## config.mk

```make
export PLATFORM = sky130hd
export DESIGN_NAME = priority_message_slot_table_top
export DESIGN_NICKNAME = d
export VERILOG_FILES = /design/src/design/pmst_pkg.sv /design/src/design/priority_message_slot_table_top.sv /design/src/design/pmst_cmp_unit.sv /design/src/design/pmst_slot_store.sv
export SDC_FILE = /design/constraint.sdc
export NUM_CORES = 1
export LEC_CHECK = 0
export BUFFER_PORTS_ARGS = -buffer_cell sky130_fd_sc_hd__buf_2
export CELL_PAD_IN_SITES_DETAIL_PLACEMENT = 0
export CELL_PAD_IN_SITES_GLOBAL_PLACEMENT = 2
export CORE_MARGIN = 4
export CORE_UTILIZATION = 44
export DETAILED_ROUTE_END_ITERATION = 16
export GPL_TIMING_DRIVEN = 0
export PLACE_DENSITY_LB_ADDON = 0.15
export SLEW_MARGIN = 5
export SYNTH_ARGS = -nofsm -noshare
export SYNTH_HDL_FRONTEND = slang
export SYNTH_SLANG_ARGS = --single-unit
```

## constraint.sdc

```tcl
create_clock -name clk -period 23.7 [get_ports clk]
set_input_delay 4.74 -clock clk [delete_from_list [all_inputs] [get_ports clk]]
set_output_delay 4.74 -clock clk [all_outputs]
set_load 0.02 [all_outputs]
```

## src/design/pmst_pkg.sv

```systemverilog
// ----------------------------------------------------------------------------
// pmst_pkg
// Shared types, codes and helpers of the priority message slot table.
// ----------------------------------------------------------------------------
package pmst_pkg;

	localparam int SLOT_COUNT  = 8;
	localparam int IDX_W       = (SLOT_COUNT > 1) ? $clog2(SLOT_COUNT) : 1;
	localparam int CNT_W       = $clog2(SLOT_COUNT + 1);
	localparam int SLOT_OUT_W  = 3;
	localparam int COUNT_OUT_W = 4;

	localparam logic [1:0] PRIO_NORMAL = 2'd0;

	typedef logic [IDX_W-1:0] idx_t;
	typedef logic [CNT_W-1:0] cnt_t;

	typedef enum logic [2:0] {
		ACT_ENQUEUE   = 3'd0,
		ACT_EXPIRE    = 3'd1,
		ACT_GET       = 3'd2,
		ACT_MARK_READ = 3'd3,
		ACT_ACK       = 3'd4
	} action_t;

	typedef enum logic [1:0] {
		STAT_DONE    = 2'd0,
		STAT_EVICTED = 2'd1,
		STAT_REFUSED = 2'd2
	} status_t;

	typedef enum logic [1:0] {
		CMP_AGE_OVER = 2'd0,
		CMP_LESS     = 2'd1,
		CMP_EQUAL    = 2'd2
	} cmp_op_t;

	typedef struct packed {
		cmp_op_t     op;
		logic [31:0] a;
		logic [31:0] b;
		logic [31:0] c;
	} cmp_req_t;

	typedef struct packed {
		logic        read_flag;
		logic [31:0] id;
		logic [2:0]  source;
		logic [1:0]  prio;
		logic [31:0] created;
		logic [31:0] life;
	} entry_t;

	typedef struct packed {
		logic   write_entry;
		logic   set_read;
		logic   clear_valid;
		idx_t   idx;
		entry_t entry;
	} store_cmd_t;

	function automatic logic [SLOT_OUT_W-1:0] to_slot_out(input idx_t idx);
		logic [IDX_W+SLOT_OUT_W-1:0] wide;
		wide = {{SLOT_OUT_W{1'b0}}, idx};
		return wide[SLOT_OUT_W-1:0];
	endfunction

	function automatic logic [COUNT_OUT_W-1:0] to_count_out(input cnt_t cnt);
		logic [CNT_W+COUNT_OUT_W-1:0] wide;
		wide = {{COUNT_OUT_W{1'b0}}, cnt};
		return wide[COUNT_OUT_W-1:0];
	endfunction

endpackage

```

## src/design/priority_message_slot_table_top.sv

```systemverilog
// ----------------------------------------------------------------------------
// priority_message_slot_table_top
// Message slot table with enqueue/evict, expire, get, mark read and acknowledge.
// ----------------------------------------------------------------------------
// The sequencer takes each transaction in the idle state, walks the table
// slot by slot through the single shared compare unit, and then commits
// the table update and loads the result register. The block takes no new
// transaction until that commit is done. A finished result waits in
// the output register until it is taken, and the commit
// holds until that register is free. Enqueue takes the lowest free slot, or
// in a full table lets a non-normal message evict the oldest normal entry;
// ids count up and skip zero. Expire frees every entry whose wrapped age
// exceeds its time to live. Get and mark read pick the n-th valid slot in
// slot order, acknowledge removes the first valid entry with the given id.
// result_slot indexes the external text store. Each result carries the
// number of valid entries after the action.
module priority_message_slot_table_top (
	input  logic        clk,
	input  logic        arst_n,
	input  logic        in_valid,
	output logic        in_stall,
	input  logic [2:0]  action,
	input  logic [31:0] now_ms,
	input  logic [2:0]  msg_source,
	input  logic [1:0]  msg_priority,
	input  logic [31:0] life_ms,
	input  logic [2:0]  display_index,
	input  logic [31:0] target_id,
	output logic        out_valid,
	input  logic        out_stall,
	output logic [1:0]  status,
	output logic [31:0] result_id,
	output logic [2:0]  result_slot,
	output logic [2:0]  found_source,
	output logic [1:0]  found_priority,
	output logic [31:0] found_created_ms,
	output logic [31:0] found_life_ms,
	output logic        found_read,
	output logic [3:0]  valid_count
);

	typedef enum logic [1:0] {
		ST_IDLE,
		ST_SCAN,
		ST_COMMIT
	} state_t;

	state_t            state_q;
	pmst_pkg::idx_t    idx_q;
	pmst_pkg::action_t action_q;
	logic [31:0]       now_q;
	logic [2:0]        src_q;
	logic [1:0]        prio_q;
	logic [31:0]       life_q;
	logic [2:0]        didx_q;
	logic [31:0]       target_q;

	// scan findings
	logic              free_found_q;
	pmst_pkg::idx_t    free_idx_q;
	logic              old_found_q;
	pmst_pkg::idx_t    old_idx_q;
	logic [31:0]       old_created_q;
	logic              hit_q;
	pmst_pkg::idx_t    hit_idx_q;
	pmst_pkg::entry_t  hit_entry_q;
	pmst_pkg::cnt_t    seen_q;

	pmst_pkg::cnt_t    cnt_q;
	logic [31:0]       next_id_q;

	// result register
	logic              out_valid_q;
	logic [1:0]        status_q;
	logic [31:0]       result_id_q;
	logic [2:0]        result_slot_q;
	logic [2:0]        found_source_q;
	logic [1:0]        found_priority_q;
	logic [31:0]       found_created_q;
	logic [31:0]       found_life_q;
	logic              found_read_q;
	logic [3:0]        valid_count_q;

	pmst_pkg::cmp_req_t              cmp_req;
	logic                            cmp_hit;
	pmst_pkg::store_cmd_t            store_cmd;
	logic                            rd_valid;
	pmst_pkg::entry_t                rd_entry;
	logic [pmst_pkg::SLOT_COUNT-1:0] valid_vec;

	logic                            in_take;
	logic                            scan_last;
	logic                            commit_go;
	logic                            enq_write;
	logic [31:0]                     id_inc;
	logic [31:0]                     id_next;

	// commit-time result
	pmst_pkg::status_t               res_status;
	logic [31:0]                     res_id;
	pmst_pkg::idx_t                  res_idx;
	logic                            res_get;
	pmst_pkg::cnt_t                  cnt_next;

	pmst_cmp_unit u_cmp (
		.req (cmp_req),
		.hit (cmp_hit)
	);

	pmst_slot_store u_store (
		.clk       (clk),
		.arst_n    (arst_n),
		.cmd       (store_cmd),
		.rd_idx    (idx_q),
		.rd_valid  (rd_valid),
		.rd_entry  (rd_entry),
		.valid_vec (valid_vec)
	);

	assign in_stall  = (state_q != ST_IDLE);
	assign in_take   = in_valid && (state_q == ST_IDLE);
	assign scan_last = (idx_q == pmst_pkg::IDX_W'(pmst_pkg::SLOT_COUNT - 1));
	assign commit_go = (state_q == ST_COMMIT) && (!out_valid_q || !out_stall);

	// ids skip zero on wrap
	assign id_inc  = next_id_q + 32'd1;
	assign id_next = (id_inc == 32'd0) ? 32'd1 : id_inc;

	// steer the shared compare unit by action
	always_comb begin
		cmp_req.op = pmst_pkg::CMP_LESS;
		cmp_req.a  = rd_entry.created;
		cmp_req.b  = old_created_q;
		cmp_req.c  = '0;
		unique case (action_q) inside
			pmst_pkg::ACT_EXPIRE: begin
				cmp_req.op = pmst_pkg::CMP_AGE_OVER;
				cmp_req.a  = now_q;
				cmp_req.b  = rd_entry.created;
				cmp_req.c  = rd_entry.life;
			end
			pmst_pkg::ACT_ACK: begin
				cmp_req.op = pmst_pkg::CMP_EQUAL;
				cmp_req.a  = rd_entry.id;
				cmp_req.b  = target_q;
			end
			default: begin
			end
		endcase
	end

	// commit decision and result fields
	always_comb begin
		enq_write  = 1'b0;
		res_status = pmst_pkg::STAT_REFUSED;
		res_id     = '0;
		res_idx    = '0;
		res_get    = 1'b0;
		cnt_next   = cnt_q;
		unique case (action_q) inside
			pmst_pkg::ACT_ENQUEUE: begin
				if (free_found_q) begin
					enq_write  = 1'b1;
					res_status = pmst_pkg::STAT_DONE;
					res_idx    = free_idx_q;
					res_id     = next_id_q;
					cnt_next   = cnt_q + pmst_pkg::cnt_t'(1);
				end else if (old_found_q && (prio_q != pmst_pkg::PRIO_NORMAL)) begin
					enq_write  = 1'b1;
					res_status = pmst_pkg::STAT_EVICTED;
					res_idx    = old_idx_q;
					res_id     = next_id_q;
				end
			end
			pmst_pkg::ACT_EXPIRE: begin
				res_status = pmst_pkg::STAT_DONE;
			end
			pmst_pkg::ACT_GET, pmst_pkg::ACT_MARK_READ: begin
				if (hit_q) begin
					res_status = pmst_pkg::STAT_DONE;
					res_idx    = hit_idx_q;
					res_id     = hit_entry_q.id;
					res_get    = (action_q == pmst_pkg::ACT_GET);
				end
			end
			pmst_pkg::ACT_ACK: begin
				if (hit_q) begin
					res_status = pmst_pkg::STAT_DONE;
					res_idx    = hit_idx_q;
					res_id     = target_q;
					cnt_next   = cnt_q - pmst_pkg::cnt_t'(1);
				end
			end
			default: begin
			end
		endcase
	end

	// table updates: expire clears in flight, the rest at commit
	always_comb begin
		store_cmd.write_entry     = 1'b0;
		store_cmd.set_read        = 1'b0;
		store_cmd.clear_valid     = 1'b0;
		store_cmd.idx             = idx_q;
		store_cmd.entry.read_flag = 1'b0;
		store_cmd.entry.id        = next_id_q;
		store_cmd.entry.source    = src_q;
		store_cmd.entry.prio      = prio_q;
		store_cmd.entry.created   = now_q;
		store_cmd.entry.life      = life_q;
		if ((state_q == ST_SCAN) && (action_q == pmst_pkg::ACT_EXPIRE)) begin
			store_cmd.clear_valid = rd_valid && cmp_hit;
		end
		if (commit_go) begin
			store_cmd.idx = res_idx;
			if (enq_write) begin
				store_cmd.write_entry = 1'b1;
			end
			if ((action_q == pmst_pkg::ACT_MARK_READ) && hit_q) begin
				store_cmd.set_read = 1'b1;
			end
			if ((action_q == pmst_pkg::ACT_ACK) && hit_q) begin
				store_cmd.clear_valid = 1'b1;
			end
		end
	end

	always_ff @(posedge clk or negedge arst_n) begin
		if (!arst_n) begin
			state_q          <= ST_IDLE;
			idx_q            <= '0;
			action_q         <= pmst_pkg::ACT_ENQUEUE;
			now_q            <= '0;
			src_q            <= '0;
			prio_q           <= '0;
			life_q           <= '0;
			didx_q           <= '0;
			target_q         <= '0;
			free_found_q     <= 1'b0;
			free_idx_q       <= '0;
			old_found_q      <= 1'b0;
			old_idx_q        <= '0;
			old_created_q    <= '0;
			hit_q            <= 1'b0;
			hit_idx_q        <= '0;
			hit_entry_q      <= '0;
			seen_q           <= '0;
			cnt_q            <= '0;
			next_id_q        <= 32'd1;
			out_valid_q      <= 1'b0;
			status_q         <= '0;
			result_id_q      <= '0;
			result_slot_q    <= '0;
			found_source_q   <= '0;
			found_priority_q <= '0;
			found_created_q  <= '0;
			found_life_q     <= '0;
			found_read_q     <= 1'b0;
			valid_count_q    <= '0;
		end else begin
			// drop the result once taken, unless the commit reloads it now
			if (out_valid_q && !out_stall && !commit_go) begin
				out_valid_q <= 1'b0;
			end
			unique case (state_q)
				ST_IDLE: begin
					if (in_take) begin
						action_q     <= pmst_pkg::action_t'(action);
						now_q        <= now_ms;
						src_q        <= msg_source;
						prio_q       <= msg_priority;
						life_q       <= life_ms;
						didx_q       <= display_index;
						target_q     <= target_id;
						idx_q        <= '0;
						seen_q       <= '0;
						free_found_q <= 1'b0;
						old_found_q  <= 1'b0;
						hit_q        <= 1'b0;
						state_q      <= ST_SCAN;
					end
				end
				ST_SCAN: begin
					unique case (action_q) inside
						pmst_pkg::ACT_ENQUEUE: begin
							if (!rd_valid && !free_found_q) begin
								free_found_q <= 1'b1;
								free_idx_q   <= idx_q;
							end
							// oldest normal entry, lowest slot on ties
							if (rd_valid && (rd_entry.prio == pmst_pkg::PRIO_NORMAL) &&
							    (!old_found_q || cmp_hit)) begin
								old_found_q   <= 1'b1;
								old_idx_q     <= idx_q;
								old_created_q <= rd_entry.created;
							end
						end
						pmst_pkg::ACT_EXPIRE: begin
							if (rd_valid && cmp_hit) begin
								cnt_q <= cnt_q - pmst_pkg::cnt_t'(1);
							end
						end
						pmst_pkg::ACT_GET, pmst_pkg::ACT_MARK_READ: begin
							if (rd_valid) begin
								if (!hit_q && (32'(seen_q) == 32'(didx_q))) begin
									hit_q       <= 1'b1;
									hit_idx_q   <= idx_q;
									hit_entry_q <= rd_entry;
								end
								seen_q <= seen_q + pmst_pkg::cnt_t'(1);
							end
						end
						pmst_pkg::ACT_ACK: begin
							if (rd_valid && cmp_hit && !hit_q) begin
								hit_q       <= 1'b1;
								hit_idx_q   <= idx_q;
								hit_entry_q <= rd_entry;
							end
						end
						default: begin
						end
					endcase
					if (scan_last) begin
						state_q <= ST_COMMIT;
					end else begin
						idx_q <= idx_q + pmst_pkg::idx_t'(1);
					end
				end
				ST_COMMIT: begin
					// hold until the result register is free
					if (commit_go) begin
						cnt_q            <= cnt_next;
						if (enq_write) begin
							next_id_q <= id_next;
						end
						out_valid_q      <= 1'b1;
						status_q         <= res_status;
						result_id_q      <= res_id;
						result_slot_q    <= pmst_pkg::to_slot_out(res_idx);
						found_source_q   <= res_get ? hit_entry_q.source : 3'd0;
						found_priority_q <= res_get ? hit_entry_q.prio : 2'd0;
						found_created_q  <= res_get ? hit_entry_q.created : 32'd0;
						found_life_q     <= res_get ? hit_entry_q.life : 32'd0;
						found_read_q     <= res_get ? hit_entry_q.read_flag : 1'b0;
						valid_count_q    <= pmst_pkg::to_count_out(cnt_next);
						state_q          <= ST_IDLE;
					end
				end
				default: begin
					state_q <= ST_IDLE;
				end
			endcase
		end
	end

	assign out_valid        = out_valid_q;
	assign status           = status_q;
	assign result_id        = result_id_q;
	assign result_slot      = result_slot_q;
	assign found_source     = found_source_q;
	assign found_priority   = found_priority_q;
	assign found_created_ms = found_created_q;
	assign found_life_ms    = found_life_q;
	assign found_read       = found_read_q;
	assign valid_count      = valid_count_q;

`ifndef SYNTHESIS
	a_count_matches: assert property (@(posedge clk) disable iff (!arst_n)
		32'(cnt_q) == $countones(valid_vec))
		else $error("valid count register out of step with valid bits");

	a_next_id_nonzero: assert property (@(posedge clk) disable iff (!arst_n)
		next_id_q != 32'd0)
		else $error("next id reached zero");

	a_result_from_commit: assert property (@(posedge clk) disable iff (!arst_n)
		$rose(out_valid_q) |-> $past(state_q == ST_COMMIT))
		else $error("result loaded outside commit");

	a_evict_only_full: assert property (@(posedge clk) disable iff (!arst_n)
		(out_valid_q && (status_q == pmst_pkg::STAT_EVICTED)) |->
		(32'(valid_count_q) == 32'(pmst_pkg::SLOT_COUNT % 16)))
		else $error("eviction reported with free slots");
`endif

endmodule

```

## src/design/pmst_cmp_unit.sv

```systemverilog
// ----------------------------------------------------------------------------
// pmst_cmp_unit
// Shared 32-bit compare unit: age check, less-than and equality.
// ----------------------------------------------------------------------------
module pmst_cmp_unit (
	input  pmst_pkg::cmp_req_t req,
	output logic               hit
);

	logic [31:0] age;

	// age wraps modulo 2^32
	assign age = req.a - req.b;

	always_comb begin
		unique case (req.op)
			pmst_pkg::CMP_AGE_OVER: hit = (age > req.c);
			pmst_pkg::CMP_LESS:     hit = (req.a < req.b);
			pmst_pkg::CMP_EQUAL:    hit = (req.a == req.b);
			default:                hit = 1'b0;
		endcase
	end

endmodule

```

## src/design/pmst_slot_store.sv

```systemverilog
// ----------------------------------------------------------------------------
// pmst_slot_store
// Slot storage: valid bits with reset, entry fields without reset.
// ----------------------------------------------------------------------------
module pmst_slot_store (
	input  logic                             clk,
	input  logic                             arst_n,
	input  pmst_pkg::store_cmd_t             cmd,
	input  pmst_pkg::idx_t                   rd_idx,
	output logic                             rd_valid,
	output pmst_pkg::entry_t                 rd_entry,
	output logic [pmst_pkg::SLOT_COUNT-1:0]  valid_vec
);

	logic [pmst_pkg::SLOT_COUNT-1:0] valid_q;
	pmst_pkg::entry_t                entry_q [pmst_pkg::SLOT_COUNT];

	always_ff @(posedge clk or negedge arst_n) begin
		if (!arst_n) begin
			valid_q <= '0;
		end else begin
			if (cmd.write_entry) begin
				valid_q[cmd.idx] <= 1'b1;
			end
			if (cmd.clear_valid) begin
				valid_q[cmd.idx] <= 1'b0;
			end
		end
	end

	always_ff @(posedge clk) begin
		if (cmd.write_entry) begin
			entry_q[cmd.idx] <= cmd.entry;
		end
		if (cmd.set_read) begin
			entry_q[cmd.idx].read_flag <= 1'b1;
		end
	end

	assign rd_valid  = valid_q[rd_idx];
	assign rd_entry  = entry_q[rd_idx];
	assign valid_vec = valid_q;

endmodule

```

# ---- After elaboration in Yosys (flattened, before gate mapping)
# Memories as Yosys holds them, arrays and structs flattened.
# Index checks and enable logic that the tools add are counted.
dict set report totals {
  register_bits 418
  ramBits 816
  inputBits 111
  out_inout_bits 113
  wordCells 214
  n_memories 1
}
# memory words word_bits read_ports rd_clocked_by_memory_dff write_ports line_no
set memory_table {}
lappend memory_table {u_store.entry_q 8 102 1 0 1 pmst_slot_store.sv:16} ;# pmst_pkg::entry_t entry_q [pmst_pkg::SLOT_COUNT];
dict set report op_classes {
  n_addsub 6
  magnitude_cmp 5
  n_eq_ne 29
  muxes 84
  n_bitwise 4
  reduce_logical 49
}
# cell n
set ops {}
lappend ops {{102-bit 2-to-1 mux} 3}
lappend ops {{32-bit 2-to-1 mux} 8}
lappend ops {{102-bit one-hot mux with 2 select lines} 1}
lappend ops {{66-bit one-hot mux with 2 select lines} 1}
lappend ops {{32-bit one-hot mux with 3 select lines} 1}
lappend ops {{32-bit by 1-bit adder with 32-bit output (second input constant)} 1}
lappend ops {{32-bit == test} 1}
lappend ops {{32-bit greater-than comparator} 1}
lappend ops {{32-bit zero test} 1}
lappend ops {{32-bit < comparator} 1}
lappend ops {{4-bit 2-to-1 mux} 8}
lappend ops {{32-bit subtractor} 1}
lappend ops {{1-bit 2-to-1 mux} 28}
lappend ops {{3-bit 2-to-1 mux} 9}
lappend ops {{4-bit one-hot mux with 2 select lines} 3}
lappend ops {{2-bit inequality test (second input constant)} 9}
lappend ops {{3-bit one-hot mux with 2 select lines} 3}
lappend ops {{8-bit 2-to-1 mux} 2}
lappend ops {{4-bit AND reduction} 4}
lappend ops {{1-bit logical AND} 15}
lappend ops {{3-bit AND reduction} 5}
lappend ops {{2-bit 2-to-1 mux} 7}
lappend ops {{2-bit one-hot mux with 3 select lines} 2}
lappend ops {{2-bit by 1-bit inequality test with 1-bit output (second input constant)} 5}
lappend ops {{other kinds (33)} 57}

# ---- Logic depth before layout (Yosys ltp)
dict set report logic_depth {
  depth_word 17
  ltp_mapped 30
  depth_no_buf 23
}

# ---- Modules after synthesis
# A second synthesis with hierarchy kept.
dict set report hier_totals {
  hier_cells 3383
  hier_area_um2 52520.4
}
# module n_inst cells_per_inst area_each_um2 seq_area_each_um2
set by_module_without_submodules {}
lappend by_module_without_submodules {pmst_slot_store 1 1228 31485.2 24703.7}
lappend by_module_without_submodules {priority_message_slot_table_top 1 1766 18312.6 10261.1}
lappend by_module_without_submodules {pmst_cmp_unit 1 389 2722.6 0.0}

# ---- Worst setup path before layout
# Ideal clock, no wire load.
dict set report synth_path {
  path_type {input port to flip-flop}
  start {input port out_stall}
  end {register u_store.valid_q, in the netlist u_store.valid_vec[7]}
  setup_ns 0.091
  arrival_ns 13.788
  slack_ns 9.821
  path_stages 8
  path_cell_list {nand2_1 -> nand2_2 -> nor4_1 -> a22oi_1 -> a22oi_1 -> nand2_1 -> nor3_1 -> o32a_1}
}
dict set report synth_via {
  elab_chain_len 12
  elab_cells_between_ends 14
}
# element line_no
set synth_lines {}
lappend synth_lines {{start, declared} priority_message_slot_table_top.sv:30} ;# input logic out_stall,
lappend synth_lines {{1-bit zero test (*)} priority_message_slot_table_top.sv:123} ;# assign commit_go = (state_q == ST_COMMIT) && (!out_valid_q || !out_stall);
lappend synth_lines {{1-bit logical OR (*)} priority_message_slot_table_top.sv:123}
lappend synth_lines {{1-bit logical AND (*)} priority_message_slot_table_top.sv:123}
lappend synth_lines {{6-bit 2-to-1 mux (*)} priority_message_slot_table_top.sv:214} ;# if (commit_go) begin
lappend synth_lines {{3-bit by 4-bit < comparator with 1-bit output (not written as such) / 3-bit by 1-bit greater-or-equal comparator with 1-bit output (equally long branches)} {pmst_slot_store.sv:23, pmst_slot_store.sv:26}}
lappend synth_lines {{1-bit logical AND (not written as such)} {pmst_slot_store.sv:23, pmst_slot_store.sv:26}}
lappend synth_lines {{1-bit 2-to-1 mux (not written as such)} {pmst_slot_store.sv:23, pmst_slot_store.sv:26}}
lappend synth_lines {{1-bit demux with 3-bit select} --}
lappend synth_lines {{8-bit bitwise OR (no source line)} --}
lappend synth_lines {{8-bit 2-to-1 mux} pmst_slot_store.sv:22} ;# if (cmd.write_entry) begin
lappend synth_lines {{8-bit AND (no source line)} --}
lappend synth_lines {{8-bit 2-to-1 mux (*)} pmst_slot_store.sv:25} ;# if (cmd.clear_valid) begin
lappend synth_lines {{end signal, assigned} pmst_slot_store.sv:20} ;# valid_q <= '0;
lappend synth_lines {{end signal, assigned by index} pmst_slot_store.sv:23} ;# valid_q[cmd.idx] <= 1'b1;
lappend synth_lines {{end signal, assigned by index} pmst_slot_store.sv:26} ;# valid_q[cmd.idx] <= 1'b0;
lappend synth_lines {{end, declared} pmst_slot_store.sv:15} ;# logic [pmst_pkg::SLOT_COUNT-1:0] valid_q;
# Mark *: on every way between the ends. The rest lies on a longest branch, timed or not.
# A chain may end at the register's enable or synchronous reset.

# ---- Worst setup path after layout
dict set report layout_path {
  start {register idx_q[1]}
  end {register hit_entry_q[94] (netlist name)}
}
dict set report layout_via {
  elab_chain_len 9
  elab_cells_between_ends 19
}
# element line_no
set layout_lines {}
lappend layout_lines {{start, declared} priority_message_slot_table_top.sv:49} ;# pmst_pkg::idx_t idx_q;
lappend layout_lines {{start signal, assigned} priority_message_slot_table_top.sv:326} ;# idx_q <= idx_q + pmst_pkg::idx_t'(1);
lappend layout_lines {{memory 8 x 102 bit} --}
lappend layout_lines {{66-bit one-hot mux with 2 select lines} priority_message_slot_table_top.sv:135} ;# unique case (action_q) inside
lappend layout_lines {{32-bit subtractor} pmst_cmp_unit.sv:13} ;# assign age = req.a - req.b;
lappend layout_lines {{32-bit greater-than comparator} pmst_cmp_unit.sv:17} ;# pmst_pkg::CMP_AGE_OVER: hit = (age > req.c);
lappend layout_lines {{1-bit one-hot mux with 3 select lines} pmst_cmp_unit.sv:16} ;# unique case (req.op)
lappend layout_lines {{1-bit logical AND (2 in series)} priority_message_slot_table_top.sv:314} ;# if (rd_valid && cmp_hit && !hit_q) begin
lappend layout_lines {{2-bit by 1-bit inequality test with 1-bit output (no source line)} --}
lappend layout_lines {{5-bit AND reduction (no source line)} --}
lappend layout_lines {{end signal, assigned} priority_message_slot_table_top.sv:308} ;# hit_entry_q <= rd_entry;
lappend layout_lines {{end signal, assigned} priority_message_slot_table_top.sv:317} ;# hit_entry_q <= rd_entry;
lappend layout_lines {{end, declared} priority_message_slot_table_top.sv:66} ;# pmst_pkg::entry_t hit_entry_q;
# Several ways; a longest one is shown, not always the timed one. The select of a mux whose other input is x is not followed.

==> results_dict.tcl <==
set metrics [dict create \
    status "completed" \
    worstSkewPairLatency_ns 0.75 \
    p_leak_nw 22.97 \
    antenna_found_initial 7 \
    syn_area_um2 51740 \
    path_class "reg2reg" \
    finalSetupViolCount 0 \
    clk_path_buf_depth 3 \
    finalHoldViolCount 0 \
    slowest_stage "clkbuf_1" \
    synth_most_common_cell "edfxtp_1" \
    placed_cell_area_um2 56010 \
    grt_pass1_wl_um 231600 \
    gp_congestion 0.8974 \
    fin_util_pct 51.99 \
    grt_pass1_vias 32782 \
    dp_hpwl_um 119900 \
    hold_buffers 0 \
    drt.antenna.violating_nets 0 \
    cts_resized 0 \
    seq_area_frac_synth_pct 67.58 \
    synth_common_cells "edfxtp_1, nand2_1, dfrtp_1" \
    power_w 0.008990 \
    cap_viol_max_count 0 \
    tightest_slew_ns 1.247 \
    cts_sinks 1234 \
    slew_viol_final 0 \
    wl_per_cell_um 29.11 \
    syn_nets 3616 \
    die-area_um2 123100 \
    drtIter0Drc 3123 \
    cp_max_fo 10 \
    required_ns 24.37 \
    netlist-cell-type-count 84 \
    portBuffers 223 \
    rsz0062_at_grt "false" \
    track_usage_pct 26.31 \
    busiest_layer "met2" \
    rows 125 \
    end_kind "flop" \
    routed_wl_um 160900 \
    cts_tree "yes" \
    synthCells 3434 \
    cts_setup_buffers 0 \
    ys_warn_count 0 \
    max_slew_margin_pct 14.50 \
    first_pass_iters 5 \
    ir_worst_vdd_mv 0.08990 \
    worstHoldStart "result_id[1]" \
    vias 32050 \
    period_share_pct 44.84 \
    async_flop_share_pct 33.87 \
    die_w_um 350.9 \
    holdWs_ns 0.4742 \
    crit_path_start_kind "flop" \
    grt_max_degree 113 \
    start_util_pct 44.41 \
    grtUsageMet1_pct 35.70 \
    synth_area_leader_cell "edfxtp_1" \
    min_period_ns 10.63 \
    ys_seq_elements 1234 \
    max_freq_mhz 94.10 \
    route.detailed.drc 0 \
    hold_class "reg2reg" \
    io_pins 224 \
    critPathArrivalTime_ns 11.29 \
    routed_via_density 5.799 \
    h-tree-depth 4 \
    met2_usage_pct 44.16 \
    yosys.area.top_type_share_pct 47.36 \
    root_buffer "clkbuf_16" \
    reg2reg_from "idx_q[1]" \
    drive_gt1_share_pct 22.39 \
    grtUsageMet3_pct 4.048 \
    synthFlopType "edfxtp_1" \
    synth.area.top_cells "edfxtp_1, dfrtp_1, mux4_2, nand2_1, mux2i_1" \
    grt.overflow.total 0 \
    stdcell_area_um2 60580 \
    finClkSkew_ns 0.02432 \
    avgSynthCellArea_um2 15.07 \
    synth_edf_count 816 \
    numCtsBuffers 134 \
    area_delta_synth_final_pct 17.09 \
    fillerInstances 9680 \
    die_y_um 350.9 \
    startpoint "idx_q[1]" \
    cpPeakStageDelay_ns 0.90 \
    core-area_um2 116500 \
    path_clk_slew_ns 0.06 \
    num-nets-final 4071 \
    power_density_nw_per_um2 148.4 \
]
metrics by stage:
stage | setup slack, ns | TNS, ns | std cells
floorplan | 9.821 | 0 | 3434
global placement | -0.3311 | -0.5723 | 5181
detailed placement | 13.11 | 0 | 5277
CTS | 13.09 | 0 | 5526
global route | 12.57 | 0 | 5526
finish | 13.07 | 0 | 5527
worst paths after layout:
check | slack, ns | depth (start not counted) | to
worst max-delay path | 13.07 | 28 | hit_entry_q[94]
worst min-delay path | 0.47 | 2 | result_id[1]
worst max register to register | 13.07 | 28 | hit_entry_q[94]
worst min register to register | 0.47 | 2 | result_id[1]
max in group asynchronous | 18.40 | 3 | now_q[26]
min in group asynchronous | 3.93 | 1 | life_q[0]
report_power, final:
part,switching (W),total [W],internal (W)
clock network,0.000872,0.00213,0.00126
registers,0.000298,0.00295,0.00266
logic,0.00249,0.00390,0.00141
total,0.00366,0.00899,0.00533
metal layers:
| layer | vias to the layer above | wire [um] | share of wire (%) |
|---|---|---|---|
| met4 | 0 | 4605 | 2.9 |
| met5 | - | 0 | 0 |
| li1 | 13950 | - | - |
| met2 | 1123 | 79600 | 49 |
| met1 | 16762 | 67230 | 42 |
| met3 | 215 | 9443 | 5.9 |
final cells by class:
class	count	area, um2	area share (%)
Timing Repair Buffer	319	2295	3.788
Antenna cell	1	2.502	0.004131
Tap cell	1524	1907	3.147
Inverter	60	225.2	0.3717
Buffer	205	909.6	1.501
Clock buffer	195	3856	6.365
Multi-Input combinational cell	1935	15710	25.94
Clock inverter	54	710.7	1.173
Sequential cell	1234	34960	57.71
cells in the final DEF, fill, tap and decap left out, types with 23 or more instances in the layout:
cell type / netlist / final
inv_1: 58 / 58
buf_1: 38 / 37
buf_4: 1 / 41
o21ai_0: 65 / 65
edfxtp_1: 816 / 816
a22oi_1: 37 / 37
nor2_1: 108 / 105
nand2_1: 599 / 599
xnor2_1: 49 / 49
a22o_1: 108 / 108
o221ai_1: 33 / 33
nand4_1: 23 / 23
ha_1: 70 / 70
buf_2: 12 / 235
a21oi_1: 123 / 123
dfrtp_1: 417 / 417
mux2_4: 31 / 31
clkbuf_16: 0 / 137
mux2i_1: 111 / 111
a21oi_2: 69 / 69
mux4_2: 206 / 206
nand3_1: 33 / 33
a221oi_1: 30 / 30
clkbuf_1: 139 / 170
buf_6: 15 / 47
worst max-delay path: cells and delay by family, from the launching register on:
kind | cells | cell delay [ns]
buffers and inverters | 7 | 3.41
and+or+nand+nor | 6 | 1.10
AOI/OAI and AO/OA | 11 | 3.92
muxes | 2 | 0.92
adders and majority gates | 2 | 0.79
DFF | 1 | 0.35
state kept, by name, indices dropped and copies added, names as in the netlist, 4 cells and up:
signal and flops:
result_id 32, found_life_ms 32, u_store.entry_q 816, old_created_q 32
cnt_q 4, u_store.valid_vec 8, found_created_ms 32, hit_entry_q 102
seen_q 4, valid_count 4, life_q 32, now_q 32
next_id_q 32, target_q 32
cell families (layout without fill, tap and decap cells):
family,after synthesis,count (layout),synth area share [%]
compound gates,567,567,7.983
xor+xnor,70,70,1.185
fa+ha+maj,71,71,1.731
buf+inv,265,833,2.176
flops,1234,1234,67.58
mux,361,361,12.30
other cells,0,1,0
simple gates,866,866,7.051
No activity file was read; power rests on OpenSTA's default activity.
